===== src/hw/rtl/tcbr_pkg.sv =====
package tcbr_pkg;

  localparam int unsigned CoordWidth = 24;
  localparam int unsigned FracBits   = 12;
  localparam int unsigned PropWidth  = 8;
  localparam int unsigned CfgWidth   = 8;
  localparam int unsigned CfgIdxWidth = 1;

  localparam logic [CfgIdxWidth-1:0] CfgSelectedProp = 1'd0;
  localparam logic [CfgIdxWidth-1:0] CfgFastMode     = 1'd1;

  localparam logic [1:0] CornerLast = 2'd3;

endpackage


===== src/hw/rtl/tcbr_vertex_if.sv =====
interface tcbr_vertex_if #(
  parameter int unsigned CoordWidth = tcbr_pkg::CoordWidth
);
  logic                               valid;
  logic                               ready;
  logic signed [CoordWidth-1:0]       vertex_x;
  logic signed [CoordWidth-1:0]       vertex_y;
  logic signed [CoordWidth-1:0]       vertex_z;
  logic [1:0]                         corner_index;
  logic [tcbr_pkg::PropWidth-1:0]     element_prop;
  logic                               boundary_positive;
  logic                               last_element;

  modport source (output valid, vertex_x, vertex_y, vertex_z, corner_index, element_prop,
                  boundary_positive, last_element, input ready);
  modport sink (input valid, vertex_x, vertex_y, vertex_z, corner_index, element_prop,
                boundary_positive, last_element, output ready);
endinterface


===== src/hw/rtl/tcbr_front.sv =====
// Holds corners 0..2 and, on corner 3, pushes a complete element into the queue.
module tcbr_front #(
  parameter int unsigned CoordWidth = tcbr_pkg::CoordWidth
) (
  input  logic                           clk_i,
  tcbr_vertex_if.sink                    in_if,
  input  logic [tcbr_pkg::PropWidth-1:0] selected_prop_i,
  input  logic                           fast_mode_i,
  input  logic                           q_full_i,
  output logic                           q_push_o,
  output logic [12*CoordWidth+1:0]       q_data_o
);
  logic [CoordWidth-1:0] held_x_q [3];
  logic [CoordWidth-1:0] held_y_q [3];
  logic [CoordWidth-1:0] held_z_q [3];
  logic                  fire;
  logic                  keep;

  assign in_if.ready = !q_full_i;
  assign fire = in_if.valid && in_if.ready;
  assign q_push_o = fire && (in_if.corner_index == tcbr_pkg::CornerLast);
  assign keep = (in_if.element_prop == selected_prop_i) &&
                !(fast_mode_i && !in_if.boundary_positive);
  assign q_data_o = {keep, in_if.last_element,
                     held_x_q[0], held_x_q[1], held_x_q[2], in_if.vertex_x,
                     held_y_q[0], held_y_q[1], held_y_q[2], in_if.vertex_y,
                     held_z_q[0], held_z_q[1], held_z_q[2], in_if.vertex_z};

  // The holding registers carry no reset.
  always_ff @(posedge clk_i) begin
    if (fire && in_if.corner_index != tcbr_pkg::CornerLast) begin
      held_x_q[in_if.corner_index] <= in_if.vertex_x;
      held_y_q[in_if.corner_index] <= in_if.vertex_y;
      held_z_q[in_if.corner_index] <= in_if.vertex_z;
    end
  end
endmodule


===== src/flat_wrapper.sv =====
// flat-port wrapper written by rule: the top's interface ports become plain ports
module tcbr_front_flat 
#(
  parameter int unsigned CoordWidth = tcbr_pkg::CoordWidth
)
  (clk_i, selected_prop_i, fast_mode_i, q_full_i, q_push_o, q_data_o, in_if_valid, in_if_vertex_x, in_if_vertex_y, in_if_vertex_z, in_if_corner_index, in_if_element_prop, in_if_boundary_positive, in_if_last_element, in_if_ready);
  tcbr_vertex_if #(.CoordWidth(CoordWidth)) in_if_i ();
  input  logic clk_i;
  input  logic [tcbr_pkg::PropWidth-1:0] selected_prop_i;
  input  logic fast_mode_i;
  input  logic q_full_i;
  output logic q_push_o;
  output logic [12*CoordWidth+1:0] q_data_o;
  input wire logic [$bits(in_if_i.valid)-1:0] in_if_valid;
  input wire logic [$bits(in_if_i.vertex_x)-1:0] in_if_vertex_x;
  input wire logic [$bits(in_if_i.vertex_y)-1:0] in_if_vertex_y;
  input wire logic [$bits(in_if_i.vertex_z)-1:0] in_if_vertex_z;
  input wire logic [$bits(in_if_i.corner_index)-1:0] in_if_corner_index;
  input wire logic [$bits(in_if_i.element_prop)-1:0] in_if_element_prop;
  input wire logic [$bits(in_if_i.boundary_positive)-1:0] in_if_boundary_positive;
  input wire logic [$bits(in_if_i.last_element)-1:0] in_if_last_element;
  output wire logic [$bits(in_if_i.ready)-1:0] in_if_ready;
  assign in_if_i.valid = in_if_valid;
  assign in_if_i.vertex_x = in_if_vertex_x;
  assign in_if_i.vertex_y = in_if_vertex_y;
  assign in_if_i.vertex_z = in_if_vertex_z;
  assign in_if_i.corner_index = in_if_corner_index;
  assign in_if_i.element_prop = in_if_element_prop;
  assign in_if_i.boundary_positive = in_if_boundary_positive;
  assign in_if_i.last_element = in_if_last_element;
  assign in_if_ready = in_if_i.ready;
  tcbr_front #(.CoordWidth(CoordWidth)) u_core (.clk_i(clk_i), .in_if(in_if_i), .selected_prop_i(selected_prop_i), .fast_mode_i(fast_mode_i), .q_full_i(q_full_i), .q_push_o(q_push_o), .q_data_o(q_data_o));
endmodule

===== config.mk =====
export PLATFORM = sky130hd
export DESIGN_NAME = tcbr_front_flat
export DESIGN_NICKNAME = d
export VERILOG_FILES = /design/src/hw/rtl/tcbr_pkg.sv /design/src/hw/rtl/tcbr_vertex_if.sv /design/src/hw/rtl/tcbr_front.sv /design/src/flat_wrapper.sv
export SDC_FILE = /design/constraint.sdc
export NUM_CORES = 1
export LEC_CHECK = 0
export BUFFER_PORTS_ARGS = -buffer_cell sky130_fd_sc_hd__buf_2
export CAP_MARGIN = 20
export CORE_AREA = 2 2 152 154
export CTS_CLUSTER_DIAMETER = 150
export DETAILED_ROUTE_END_ITERATION = 6
export DIE_AREA = 0 0 154 156
export HOLD_SLACK_MARGIN = 0.03
export MAX_ROUTING_LAYER = met4
export PLACE_DENSITY = 0.65
export SLEW_MARGIN = 20
export SYNTH_ARGS = -nofsm -noshare
export SYNTH_HDL_FRONTEND = slang
export SYNTH_SLANG_ARGS = --single-unit
export TNS_END_PERCENT = 10

===== constraint.sdc =====
create_clock -name clk_i -period 7.6 [get_ports clk_i]
set_input_delay 0.76 -clock clk_i [delete_from_list [all_inputs] [get_ports clk_i]]
set_output_delay 0.76 -clock clk_i [all_outputs]
set_load 0.01 [all_outputs]

# Word-level counts from Yosys, hierarchy flattened
# Memory sizes are Yosys's and may differ from the RTL's.
# Index checks and enable logic that the tools add are counted.
[op_classes]
add_sub_neg = 0
n_reduce_logical = 8
multipliers = 0
bitwise_logic = 0
shifts = 0
n_div = 0
muxes = 2
order_cmp = 0
eq_ne = 3
[ops]
columns = ["op", "n"]
rows = [
  ["8-bit == test", 1],
  ["1-bit logical AND", 5],
  ["1-bit zero test", 3],
  ["2-bit == test, second input constant", 1],
  ["1-bit two-way mux", 2],
  ["2-bit != test, second input constant", 1],
]
[totals]
latch_bits = 0
mem_bits_ro = 0
ram_bits = 216
output_inout_bits = 292
wordCells = 16
ff_bits = 0
mem_count = 3
in_bits = 96
[mem_list]
columns = ["name", "depth", "word_bits", "rd", "rd_ports_with_merged_regs", "write_ports", "line_no", "text"]
rows = [
  ["u_core.held_x_q", 3, 24, 3, 0, 1, "tcbr_front.sv:13", "logic [CoordWidth-1:0] held_x_q [3];"],
  ["u_core.held_y_q", 3, 24, 3, 0, 1, "tcbr_front.sv:14", "logic [CoordWidth-1:0] held_y_q [3];"],
  ["u_core.held_z_q", 3, 24, 3, 0, 1, "tcbr_front.sv:15", "logic [CoordWidth-1:0] held_z_q [3];"],
]

# Depth between registers and ports, before layout
# Gate-level depths: netlist of run 1.
[logic_depth]
ltp_word = 5
mapped_depth = 4
mapped_depth_nobuf = 3

# Worst setup path before layout of run 1
# OpenSTA, ideal clock, no wires.
[synth_path]
kind = "input port to flip-flop"
from = "input port in_if_valid"
to = "memory u_core.held_x_q[0][0], enable pin"
setup_time_ns = 0.607
cell_stages = 2
path_slack_ns = 0.756
path_buffers = 0
arrival_ns = 6.237
required_time_ns = 6.993
path_cell_list = "nor2b_1 > nor3b_1"
[synth_between]
elab_chain_cells = 4
[synth_rtl]
columns = ["item", "line_no", "text"]
rows = [
  ["start: declaration", "flat_wrapper.sv:14", "input wire logic [$bits(in_if_i.valid)-1:0] in_if_valid;"],
  ["1-bit logical AND", "tcbr_front.sv:20", "assign fire = in_if.valid && in_if.ready;"],
  ["1-bit logical AND", "tcbr_front.sv:31", "if (fire && in_if.corner_index != tcbr_pkg::CornerLast) begin"],
  ["1-bit two-way mux", "tcbr_front.sv:31", ""],
  ["1-bit two-way mux (not written as such)", "tcbr_front.sv:32", "held_x_q[in_if.corner_index] <= in_if.vertex_x;"],
  ["end: declaration", "tcbr_front.sv:13", ""],
]
# No other way between the ends.

# Worst setup path after layout of run 1
[layout_path]
from = "input port selected_prop_i[4] in the netlist's numbering"
to = "output port q_data_o[289]"
[layout_between]
elab_chain_cells = 2
[layout_rtl]
columns = ["item", "line_no", "text"]
rows = [
  ["start: declaration", "flat_wrapper.sv:9", "input logic [tcbr_pkg::PropWidth-1:0] selected_prop_i;"],
  ["8-bit == test", "tcbr_front.sv:22", "assign keep = (in_if.element_prop == selected_prop_i) &&"],
  ["1-bit logical AND", "tcbr_front.sv:22", ""],
  ["end: declaration", "flat_wrapper.sv:13", "output logic [12*CoordWidth+1:0] q_data_o;"],
]
# No other way between the ends.

==> results of run 1 <==
-- worst max-delay path by stage --
| stage | cells after the start | slack (ns) | start | to |
|---|---|---|---|---|
| floorplan | 2 | 0.76 | in_if_valid | u_core.held_x_q[0][0] |
| global placement | 5 | 5.14 | q_full_i | u_core.held_x_q[2][1] |
| detailed placement | 4 | 5.08 | q_full_i | u_core.held_x_q[1][22] |
| CTS | 5 | 5.23 | selected_prop_i[4] | q_data_o[289] |
| global route | 5 | 5.11 | selected_prop_i[4] | q_data_o[289] |
| finish | 5 | 5.24 | selected_prop_i[4] | q_data_o[289] |
-- registers in the layout, summed over array words and instances, names as in the netlist --
name and flops:
u_core.held_x_q 72, u_core.held_y_q 72, u_core.held_z_q 72
-- per-stage QoR --
step	hold WS [ns]	area (um^2)	std cells
after detailed placement	0.978	8960	909
after global routing	0.455	9630	944
after CTS	0.460	9630	944
final	0.481	9630	944
after global placement	0.973	8960	909
after floorplan	0.859	7180	309
-- power by group --
group	internal, uW	total [uW]	leakage, uW	switching [uW]
logic	57.2	148	0.00159	90.6
clock network	615	1010	0.000325	399
registers	1350	1360	0.00196	7.60
-- per-layer routing --
metal  wire (um)  up-vias
li1            -     1779
met5           0        -
met4         278        0
met3        1330       24
met2        8330      234
met1        5950     1861
-- layout make-up --
| type | instances | share of cell area |
|---|---|---|
| Sequential cell | 216 | 0.674 |
| Timing Repair Buffer | 389 | 0.203 |
| Tap cell | 285 | 0.0370 |
| Clock inverter | 5 | 0.00741 |
| Clock buffer | 30 | 0.0625 |
| Multi-Input combinational cell | 17 | 0.0155 |
| Inverter | 2 | 0.000780 |
-- placed cells by master, fill, tap and decap left out, drive strengths merged --
cell | Yosys | routed
xor2 | 1 | 1
nor3b | 1 | 1
and3 | 1 | 1
clkbuf | 0 | 30
clkinv | 0 | 3
nand2 | 1 | 1
nor2b | 1 | 1
inv | 2 | 2
buf | 74 | 389
and3b | 1 | 1
nand3 | 1 | 1
a2111oi | 1 | 1
nor2 | 1 | 1
bufinv | 0 | 2
edfxtp | 216 | 216
nand4 | 1 | 1
xnor2 | 7 | 7
-- logic make-up after synthesis --
group | after synthesis
xor gates and xnor gates | 8
and+or+nand+nor | 8
AOI/OAI and AO/OA | 1
buffers and inverters | 76
DFF | 216
==> metrics.md, run 1 <==
| Metric | Value |
|---|---|
| XOR/XNOR share of the synthesized area | `0.00976` |
| Total Power | `roughly 2500 uW` |
| VDD IR max | `0.167 mV` |
| First-pass GRT wire length | `22,400 um` |
| Fillcell total | `approximately 2,000` |
| Die X | `154 um` |
| Finished Core Util | `0.431` |
| Relative slew slack | `0.318` |
| DRC viols | `0` |
| Tot GR Track Use | `0.125` |
| Most instantiated library cell after synthesis | `edfxtp_1` |
| CTS Root Cell | `clkbuf_16` |
| Starting Density | `0.321` |
| Kind of critical path | `primary input to output pin` |
| Grt met2 use | `0.224` |
| H-tree Lvls | `1` |
| Slew Limit Fails | `0` |
| I/O pin count | `388` |
| Synth Register Bits | `216` |
| Hold Vio Cnt, Final | `0` |
| Critical path capture point type | `output pin` |
| Synth Area in Compound Gates | `0.00209` |
| Worst EP required | `a little under 7 ns` |
| ANT nets after route | `0` |
| Adder-Cell Fraction of Synth Area | `0` |
| Ant diodes | `0` |
| Post-synth EDFFs | `roughly 220` |
| Initial antenna violation count | `0` |
| CP cell instances | `buf_2 > xnor2_1 > nand3_1 > a2111oi_2 > buf_2` |
| Commonest cells post-synth | `edfxtp_1, buf_4, xnor2_1` |
| Synthesis Warnings | `0` |
| Worst Path Arrival | `between 1.5 and 2 ns` |
| Die H | `roughly 160 um` |
| FP Rows | `between 50 and 60` |
| Synth unique cells | `14` |
| Tightest Pin Transition | `between 1 and 1.5 ns` |
| Fin crit period | `around 2.4 ns` |
| Detailed Place HPWL | `~11,000 um` |
| Largest cells by area after synthesis | `edfxtp_1, buf_4, xnor2_1` |
| Delay of the slowest cell on the worst path | `about 0.28 ns` |
| Syn nets | `about 410` |
| Num CTS Buffers | `22` |
| Max-cap violation count | `0` |
| Status | `finished clean` |
| Largest family of logic cells by synthesized area | `buffers and inverters` |
| Vias in the first global route | `approximately 3,800` |
| Top Usage Layer GRT | `met2` |
| Setup_tns | `0 ns` |
| Clk buf depth | `3` |
| DRT Pass-1 Iters | `4` |
| Routing usage on met3 | `0.0289` |
| 1st-iter DRT viols | `approximately 220` |
| Drt via density | `4.13` |
| Mean Syn Cell Area | `~23 um^2` |
| Crit Path Max Fanout | `1` |
| CTS tree | `yes` |
| Cell Pwr Density | `roughly 260 nW/um^2` |
| Fin crit share | `0.311` |
| Core Region | `22,400 um^2` |
| Share of the synthesized area in the top cell type | `0.903` |
| Post-cts sizing count | `0` |
| Lkg Pwr | `roughly 0.0039 uW` |
| Register area share after synthesis | `0.903` |
| Fmax | `approximately 420 MHz` |
| Per-cell routed wire length | `between 15 and 20 um` |
| Post-CTS Hold Buffers | `0` |
| Hold Path Class | `primary input to flop` |
| Grt ovf | `0` |
| Final setup violation count | `0` |
| Hold wc startpoint | `in_if_vertex_z[0]` |
| Post-layout nets | `744` |
| Synth Flop Type | `edfxtp_1` |
| Worst slack at placement | `around 5.1 ns` |
| Largest net degree at the start of global routing | `73` |
| Met1 Use GR | `0.140` |
| Post-Route WL | `15,900 um` |
| Synth-to-Final Area Change | `34.1%` |
| Kind of cell adding the most delay to the critical path | `buffers and inverters` |
| Mux contribution to synthesized area | `0` |
| Gp weighted congestion | `about 0.76` |
| Post-Synth Simple-Gate Area | `0.00662` |
| Register area | `6490 um^2` |
| Combined buffer and inverter count along the critical path | `2` |
| Final WS setup | `~5.2 ns` |
| Share of cells above drive strength 1 | `0.634` |
| Die area | `approximately 24,000 um^2` |
| Post-Syn Instances | `309` |
| Slowest-stage cell, CP | `a2111oi_2` |
| Unrepaired setup endpoints after global routing | `no` |
| Yosys top cell by area | `edfxtp_1` |
| Multi-input gate area | `~150 um^2` |
| FFs w/ async S/R, synth | `0` |
| Port Buffers | `between 300 and 400` |
| DR vias | `about 4,000` |
| Worst-path clk slew | `~0.06 ns` |
| CP most frequent cell | `buf_2` |
| Clock sinks | `around 220` |
| Critical path startpoint category | `primary input` |
| Mapped Area | `approximately 7200 um^2` |
| Post-CTS setup buffers | `0` |
| Hold Path End | `u_core.held_z_q[1][0]` |
| Worst hold stages | `1` |
(Power assumes the default switching activity.)
==> inputs of run 2 (changes only) <==
Clock period 7.6 ns to 2.2 ns, I/O delays scaled along.
==> run 2 against run 1 <==
Net effect: first-iteration DRC count up 2.7%; largest power group unchanged; global-route usage increased by 1.4 points; count of clock-buffer cells in the layout fell by 3; critical path type unchanged; power increased to 3.6 times the previous value; design area grew 8.6%; critical path depth is 2 lower; critical endpoint is now q_data_o[109]; setup slack got worse by 4.3 ns; flip-flop and latch count stayed put; die area unchanged; final cell count rose by 8.2%; clock power grew to 3.7 times the previous value.
==> metrics.md, run 2 (synthesized netlist as in run 1, its figures left out) <==
| Metric | Value |
|---|---|
| Status | `finished clean` |
| Die area | `about 24,000 um^2` |
| Num CTS Buffers | `22` |
| Port Buffers | `385` |
| Per-cell routed wire length | `16.9 um` |
| Critical path startpoint category | `primary input` |
| 1st-iter DRT viols | `between 200 and 250` |
| CTS tree | `yes` |
| Internal power | `7210 uW` |
| Clk buf depth | `3` |
| Final WS setup | `between 0.8 and 0.9 ns` |
| Critical path capture point type | `output pin` |
| Worst EP required | `just under 2 ns` |
| Detailed Place HPWL | `between 10,000 and 15,000 um` |
| Switching Fraction | `0.200` |
| Unrepaired setup endpoints after global routing | `no` |
| Tot GR Track Use | `0.140` |
| Crit Path Max Fanout | `4` |
| Lkg Pwr | `about 0.0042 uW` |
| Gate power share | `0.069` |
| Post-layout nets | `817` |
| Worst slack at placement | `0.591 ns` |
| Hold Vio Cnt, Final | `0` |
| Most frequent cells in the layout | `buf_2, edfxtp_1, dlygate4sd3_1` |
| Drt via density | `roughly 4.2` |
| ANT nets after route | `0` |
| Kind of critical path | `primary input to output pin` |
| Ant diodes | `0` |
| Worst setup path end | `q_data_o[109]` |
| Finished Core Util | `0.468` |
| Leading cell type in the layout, fill and taps excluded | `buf_2` |
| Setup_tns | `0 ns` |
| VDD IR max | `~0.90 mV` |
| Initial antenna violation count | `0` |
| Tightest Pin Transition | `a little over 0.5 ns` |
| Worst-path clk slew | `about 0.06 ns` |
| Fin crit share | `0.596` |
| Cell Pwr Density | `between 800 and 900 nW/um^2` |
| Clock sinks | `between 200 and 250` |
| Die X | `approximately 150 um` |
| Die H | `between 150 and 200 um` |
| Slew Limit Fails | `0` |
| Worst Path Arrival | `about 1.1 ns` |
| Fin crit period | `approximately 1.3 ns` |
| DR vias | `about 4,200` |
| Starting Density | `0.321` |
| Final setup violation count | `0` |
| DRC viols | `0` |
| Synth-to-Final Area Change | `45.6%` |
| Gp weighted congestion | `roughly 0.74` |
| Min Hold Slack | `about 0.29 ns` |
| Worst hold stages | `3` |
| Sw power | `approximately 1800 uW` |
| Register share of total power | `0.521` |
| Grt ovf | `0` |
| First-pass GRT wire length | `25,100 um` |
| FP Rows | `55` |
| Share of cells above drive strength 1 | `0.579` |
| Largest regs | `u_core.held_x_q (72), u_core.held_y_q (72), u_core.held_z_q (72)` |
| Largest net degree at the start of global routing | `73` |
| Post-Route WL | `~17,000 um` |
| Core Region | `roughly 22,000 um^2` |
| Vias in the first global route | `approximately 4,300` |
| Relative slew slack | `0.659` |
| Max-cap violation count | `0` |
| CTS Root Cell | `clkbuf_16` |
| Hold Path Class | `primary input to flop` |
| I/O pin count | `between 300 and 400` |
| Clock Power Share | `0.410` |
| DRT Pass-1 Iters | `4` |
| Worst Setup SP | `in_if_vertex_y[13]` |
| Fmax | `between 700 and 800 MHz` |
| Post-cts sizing count | `0` |
| H-tree Lvls | `1` |
-- run 2: cell count changes in the layout (fill, tap and decap cells not counted), moves of 2 or more --
cell | previous run | this run
dlygate4sd3_1 | 0 | 72
buf_12 | 0 | 3
clkinv_2 | 0 | 4
buf_4 | 4 | 2
clkbuf_1 | 7 | 4
-- run 2: layout make-up --
| class | instances | area [um^2] |
|---|---|---|
| repair buffers | 462 | 2720 |
| fillers | 1870 | 11900 |
| clock buffers | 27 | 591 |
| inverters | 2 | 7.51 |
| multi-input cells | 17 | 163 |
| well taps | 285 | 357 |
| flip-flops and latches | 216 | 6490 |
| clock inverters | 12 | 133 |
-- run 2: metrics by stage --
stage               cell area (um^2)  cells  total power, uW
floorplan                       7210    309             5050
global placement                9010    910             5300
detailed placement              9010    910             5310
CTS                            10400   1020             9130
global route                   10500   1021             9330
finish                         10500   1021             9010
-- run 2: power groups by stage --
stage	sequential (uW)	combinational (uW)	clock (uW)
after global placement	4780	519	0
final	4700	624	3690
after global routing	4710	670	3960
after floorplan	4860	185	0
after detailed placement	4780	530	0
after CTS	4700	627	3810
-- run 2: routing by layer --
layer | up-vias | wire [um] | global-route usage
li1 | 1931 | - | -
met1 | 2040 | 6510 | 0.158
met2 | 237 | 9000 | 0.243
met3 | 32 | 1360 | 0.0372
met4 | 0 | 437 | 0.0454
met5 | - | 0 | -
-- run 2: worst max-delay path, cell delays in order --
cell and delay (ns):
dlygate4sd3_1 0.53, buf_2 0.19, buf_2 0.15
-- run 2: worst min path at each step --
stage                                startpoint                endpoint  slack [ns]
after detailed placement     in_if_vertex_y[10]  u_core.held_y_q[2][10]        0.43
after global routing      in_if_corner_index[1]  u_core.held_y_q[0][23]        0.29
after global placement       in_if_vertex_y[15]  u_core.held_y_q[2][15]        0.43
after floorplan               in_if_vertex_x[0]   u_core.held_x_q[0][0]        0.32
after CTS                    in_if_vertex_y[13]  u_core.held_y_q[0][13]        0.03
final                     in_if_corner_index[1]  u_core.held_y_q[0][23]        0.29
-- run 2: what timing repair did --
action | CTS | global route
setup buffers | 0 | 0
hold buffers | 71 | 1
endpoints found under the hold margin | 213 | 3
==> inputs of run 3 (changes only) <==
Settings changed: CORE_AREA 2 2 152 154 to 2 2 150 152, DIE_AREA 0 0 154 156 to 0 0 152 154, PLACE_DENSITY 0.65 to 0.68.
Clock period 2.2 ns to 1.2 ns, I/O delays scaled along.
==> run 3 against run 2 <==
Net effect: combinational power rose by 84%; sequential share of layout area shrank 0.24 points; power increased by 83%; clock power is 83% higher; critical path type is now flop to output pin; largest power group unchanged; critical endpoint is now q_data_o[53]; core utilization up 1.6 points; flip-flop and latch count did not move; final cell count down 0.49%; sequential power rose by 83%; setup slack worse by 0.88 ns.
==> metrics.md, run 3 (synthesized netlist as in run 1, its figures left out) <==
| Metric | Value |
|---|---|
| DR vias | `4,258` |
| Gate power share | `0.070` |
| FP Rows | `54` |
| Relative slew slack | `0.818` |
| Ant diodes | `0` |
| I/O pin count | `about 390` |
| Gp weighted congestion | `between 0.7 and 0.8` |
| Post-Route WL | `roughly 17,000 um` |
| Critical path capture point type | `output pin` |
| CTS Root Cell | `clkbuf_16` |
| Placed insts | `approximately 910` |
| Num CTS Buffers | `23` |
| Kind of critical path | `flop to output pin` |
| Clk buf depth | `3` |
| Max-cap violation count | `0` |
| Cell Pwr Density | `between 1500 and 2000 nW/um^2` |
| DP Area | `between 9000 and 10,000 um^2` |
| Tot GR Track Use | `0.140` |
| Grt met2 use | `0.241` |
| Initial antenna violation count | `0` |
| Fin area | `between 10,000 and 15,000 um^2` |
| Clock Power Share | `0.409` |
| Largest regs | `u_core.held_x_q (72), u_core.held_y_q (72), u_core.held_z_q (72)` |
| Combined buffer and inverter count along the critical path | `1` |
| Final setup violation count | `0` |
| VDD IR max | `1.10 mV` |
| Register share of total power | `0.522` |
| Synth-to-Final Area Change | `46.2%` |
| CP cell instances | `buf_2` |
| Setup_tns | `0 ns` |
| Die area | `roughly 23,000 um^2` |
| Fin crit share | `0.990` |
| Hold Path Class | `primary input to flop` |
| Die X | `about 150 um` |
| Slew Limit Fails | `0` |
| Leading cell type in the layout, fill and taps excluded | `buf_2` |
| Post-layout nets | `819` |
| Core Region | `21,700 um^2` |
| Fillcell total | `around 1,800` |
| Worst-path clk slew | `around 0.060 ns` |
| Worst Setup SP | `u_core.held_z_q[1][5]` |
| First-pass GRT wire length | `roughly 25,000 um` |
| Post-CTS setup buffers | `0` |
| Vias in the first global route | `roughly 4,400` |
| Final std cells w/o fill | `between 1,000 and 1,500` |
| Hold Vio Cnt, Final | `0` |
| Kind of cell adding the most delay to the critical path | `flip-flops` |
| Sw power | `3260 uW` |
| Die H | `around 150 um` |
| Lkg Pwr | `approximately 0.0042 uW` |
| Port Buffers | `between 300 and 400` |
| Grt ovf | `0` |
| Met1 Use GR | `0.157` |
| Slowest-stage cell, CP | `edfxtp_1` |
| Fmax | `between 800 and 900 MHz` |
| Routing usage on met3 | `0.0372` |
| Detailed Place HPWL | `11,400 um` |
| Share of cells above drive strength 1 | `0.577` |
| ANT nets after route | `0` |
| Critical path startpoint category | `flop` |
| Crit Path Max Fanout | `1` |
| DRC viols | `0` |
| DRT Pass-1 Iters | `6` |
| Top Usage Layer GRT | `met2` |
| Delay of the slowest cell on the worst path | `around 0.41 ns` |
| CTS tree | `yes` |
| Per-cell routed wire length | `roughly 17 um` |
| Most frequent cells in the layout | `buf_2, edfxtp_1, dlygate4sd3_1` |
| Drt via density | `roughly 4.2` |
| Switching Fraction | `0.197` |
| Total Power | `around 17,000 uW` |
| Tightest Pin Transition | `0.274 ns` |
| H-tree Lvls | `1` |
| Worst Path Arrival | `about 1.1 ns` |
| Worst EP required | `approximately 1.1 ns` |
| Finished Core Util | `0.484` |
| Unrepaired setup endpoints after global routing | `yes` |
| 1st-iter DRT viols | `roughly 250` |
| Internal power | `around 13,000 uW` |
| Fin crit period | `around 1.2 ns` |
| Clock sinks | `216` |
| Starting Density | `0.331` |
| Status | `finished clean` |
| Hold wc startpoint | `in_if_corner_index[1]` |
| Largest net degree at the start of global routing | `44` |
-- run 3: cell count changes in the layout (fill, tap and decap cells not counted) --
cell        before  now
clkinvlp_4       1    0
xnor2_1          7    6
xnor2_2          0    1
clkinv_2         4    1
buf_4            2    0
buf_12           3    6
clkinv_1         4    2
clkbuf_1         4    8
inv_6            0    1
-- run 3: power groups by stage --
stage	registers, uW	clock network (uW)	logic [uW]
after floorplan	8910	0	340
after global placement	8760	0	956
after detailed placement	8770	0	975
after CTS	8610	6950	1150
after global routing	8630	7220	1230
final	8610	6750	1150
-- run 3: through the flow --
step / setup WS, ns / hold WS, ns
after detailed placement: -0.127 / 0.240
after CTS: -0.0227 / 0.163
final: 0.0123 / 0.185
after floorplan: -1.36 / 0.219
after global routing: -0.0276 / 0.193
after global placement: -0.115 / 0.240
-- run 3: worst min-delay path, stage by stage --
cell and delay [ns]:
buf_2 0.14, nor3b_4 0.07, buf_12 0.17
-- run 3: layer usage --
| metal | vias up | share of wire |
|---|---|---|
| met5 | - | 0 |
| met4 | 0 | 0.034 |
| met3 | 42 | 0.082 |
| met2 | 266 | 0.50 |
| met1 | 2016 | 0.38 |
| li1 | 1934 | - |
-- run 3: area by class of cell --
cell class / instances / area, um^2 / share of cell area
Tap cell: 280 / 350 / 0.0334
Sequential cell: 216 / 6490 / 0.618
Inverter: 2 / 7.51 / 0.000715
Clock buffer: 31 / 606 / 0.0577
Timing Repair Buffer: 463 / 2770 / 0.264
Clock inverter: 7 / 111 / 0.0106
Multi-Input combinational cell: 17 / 170 / 0.0162
-- run 3: path summary, 6_finish.rpt --
path | to | slack [ns] | cells past startpoint
worst max-delay path | q_data_o[53] | 0.01 | 1
worst min-delay path | u_core.held_y_q[0][7] | 0.19 | 3
-- run 3: repair_timing --
action	CTS	global route
hold endpoints to repair	216	0
hold buffers	72	0
setup endpoints to repair	2	6
gates cloned	0	0
gates resized for setup	0	1
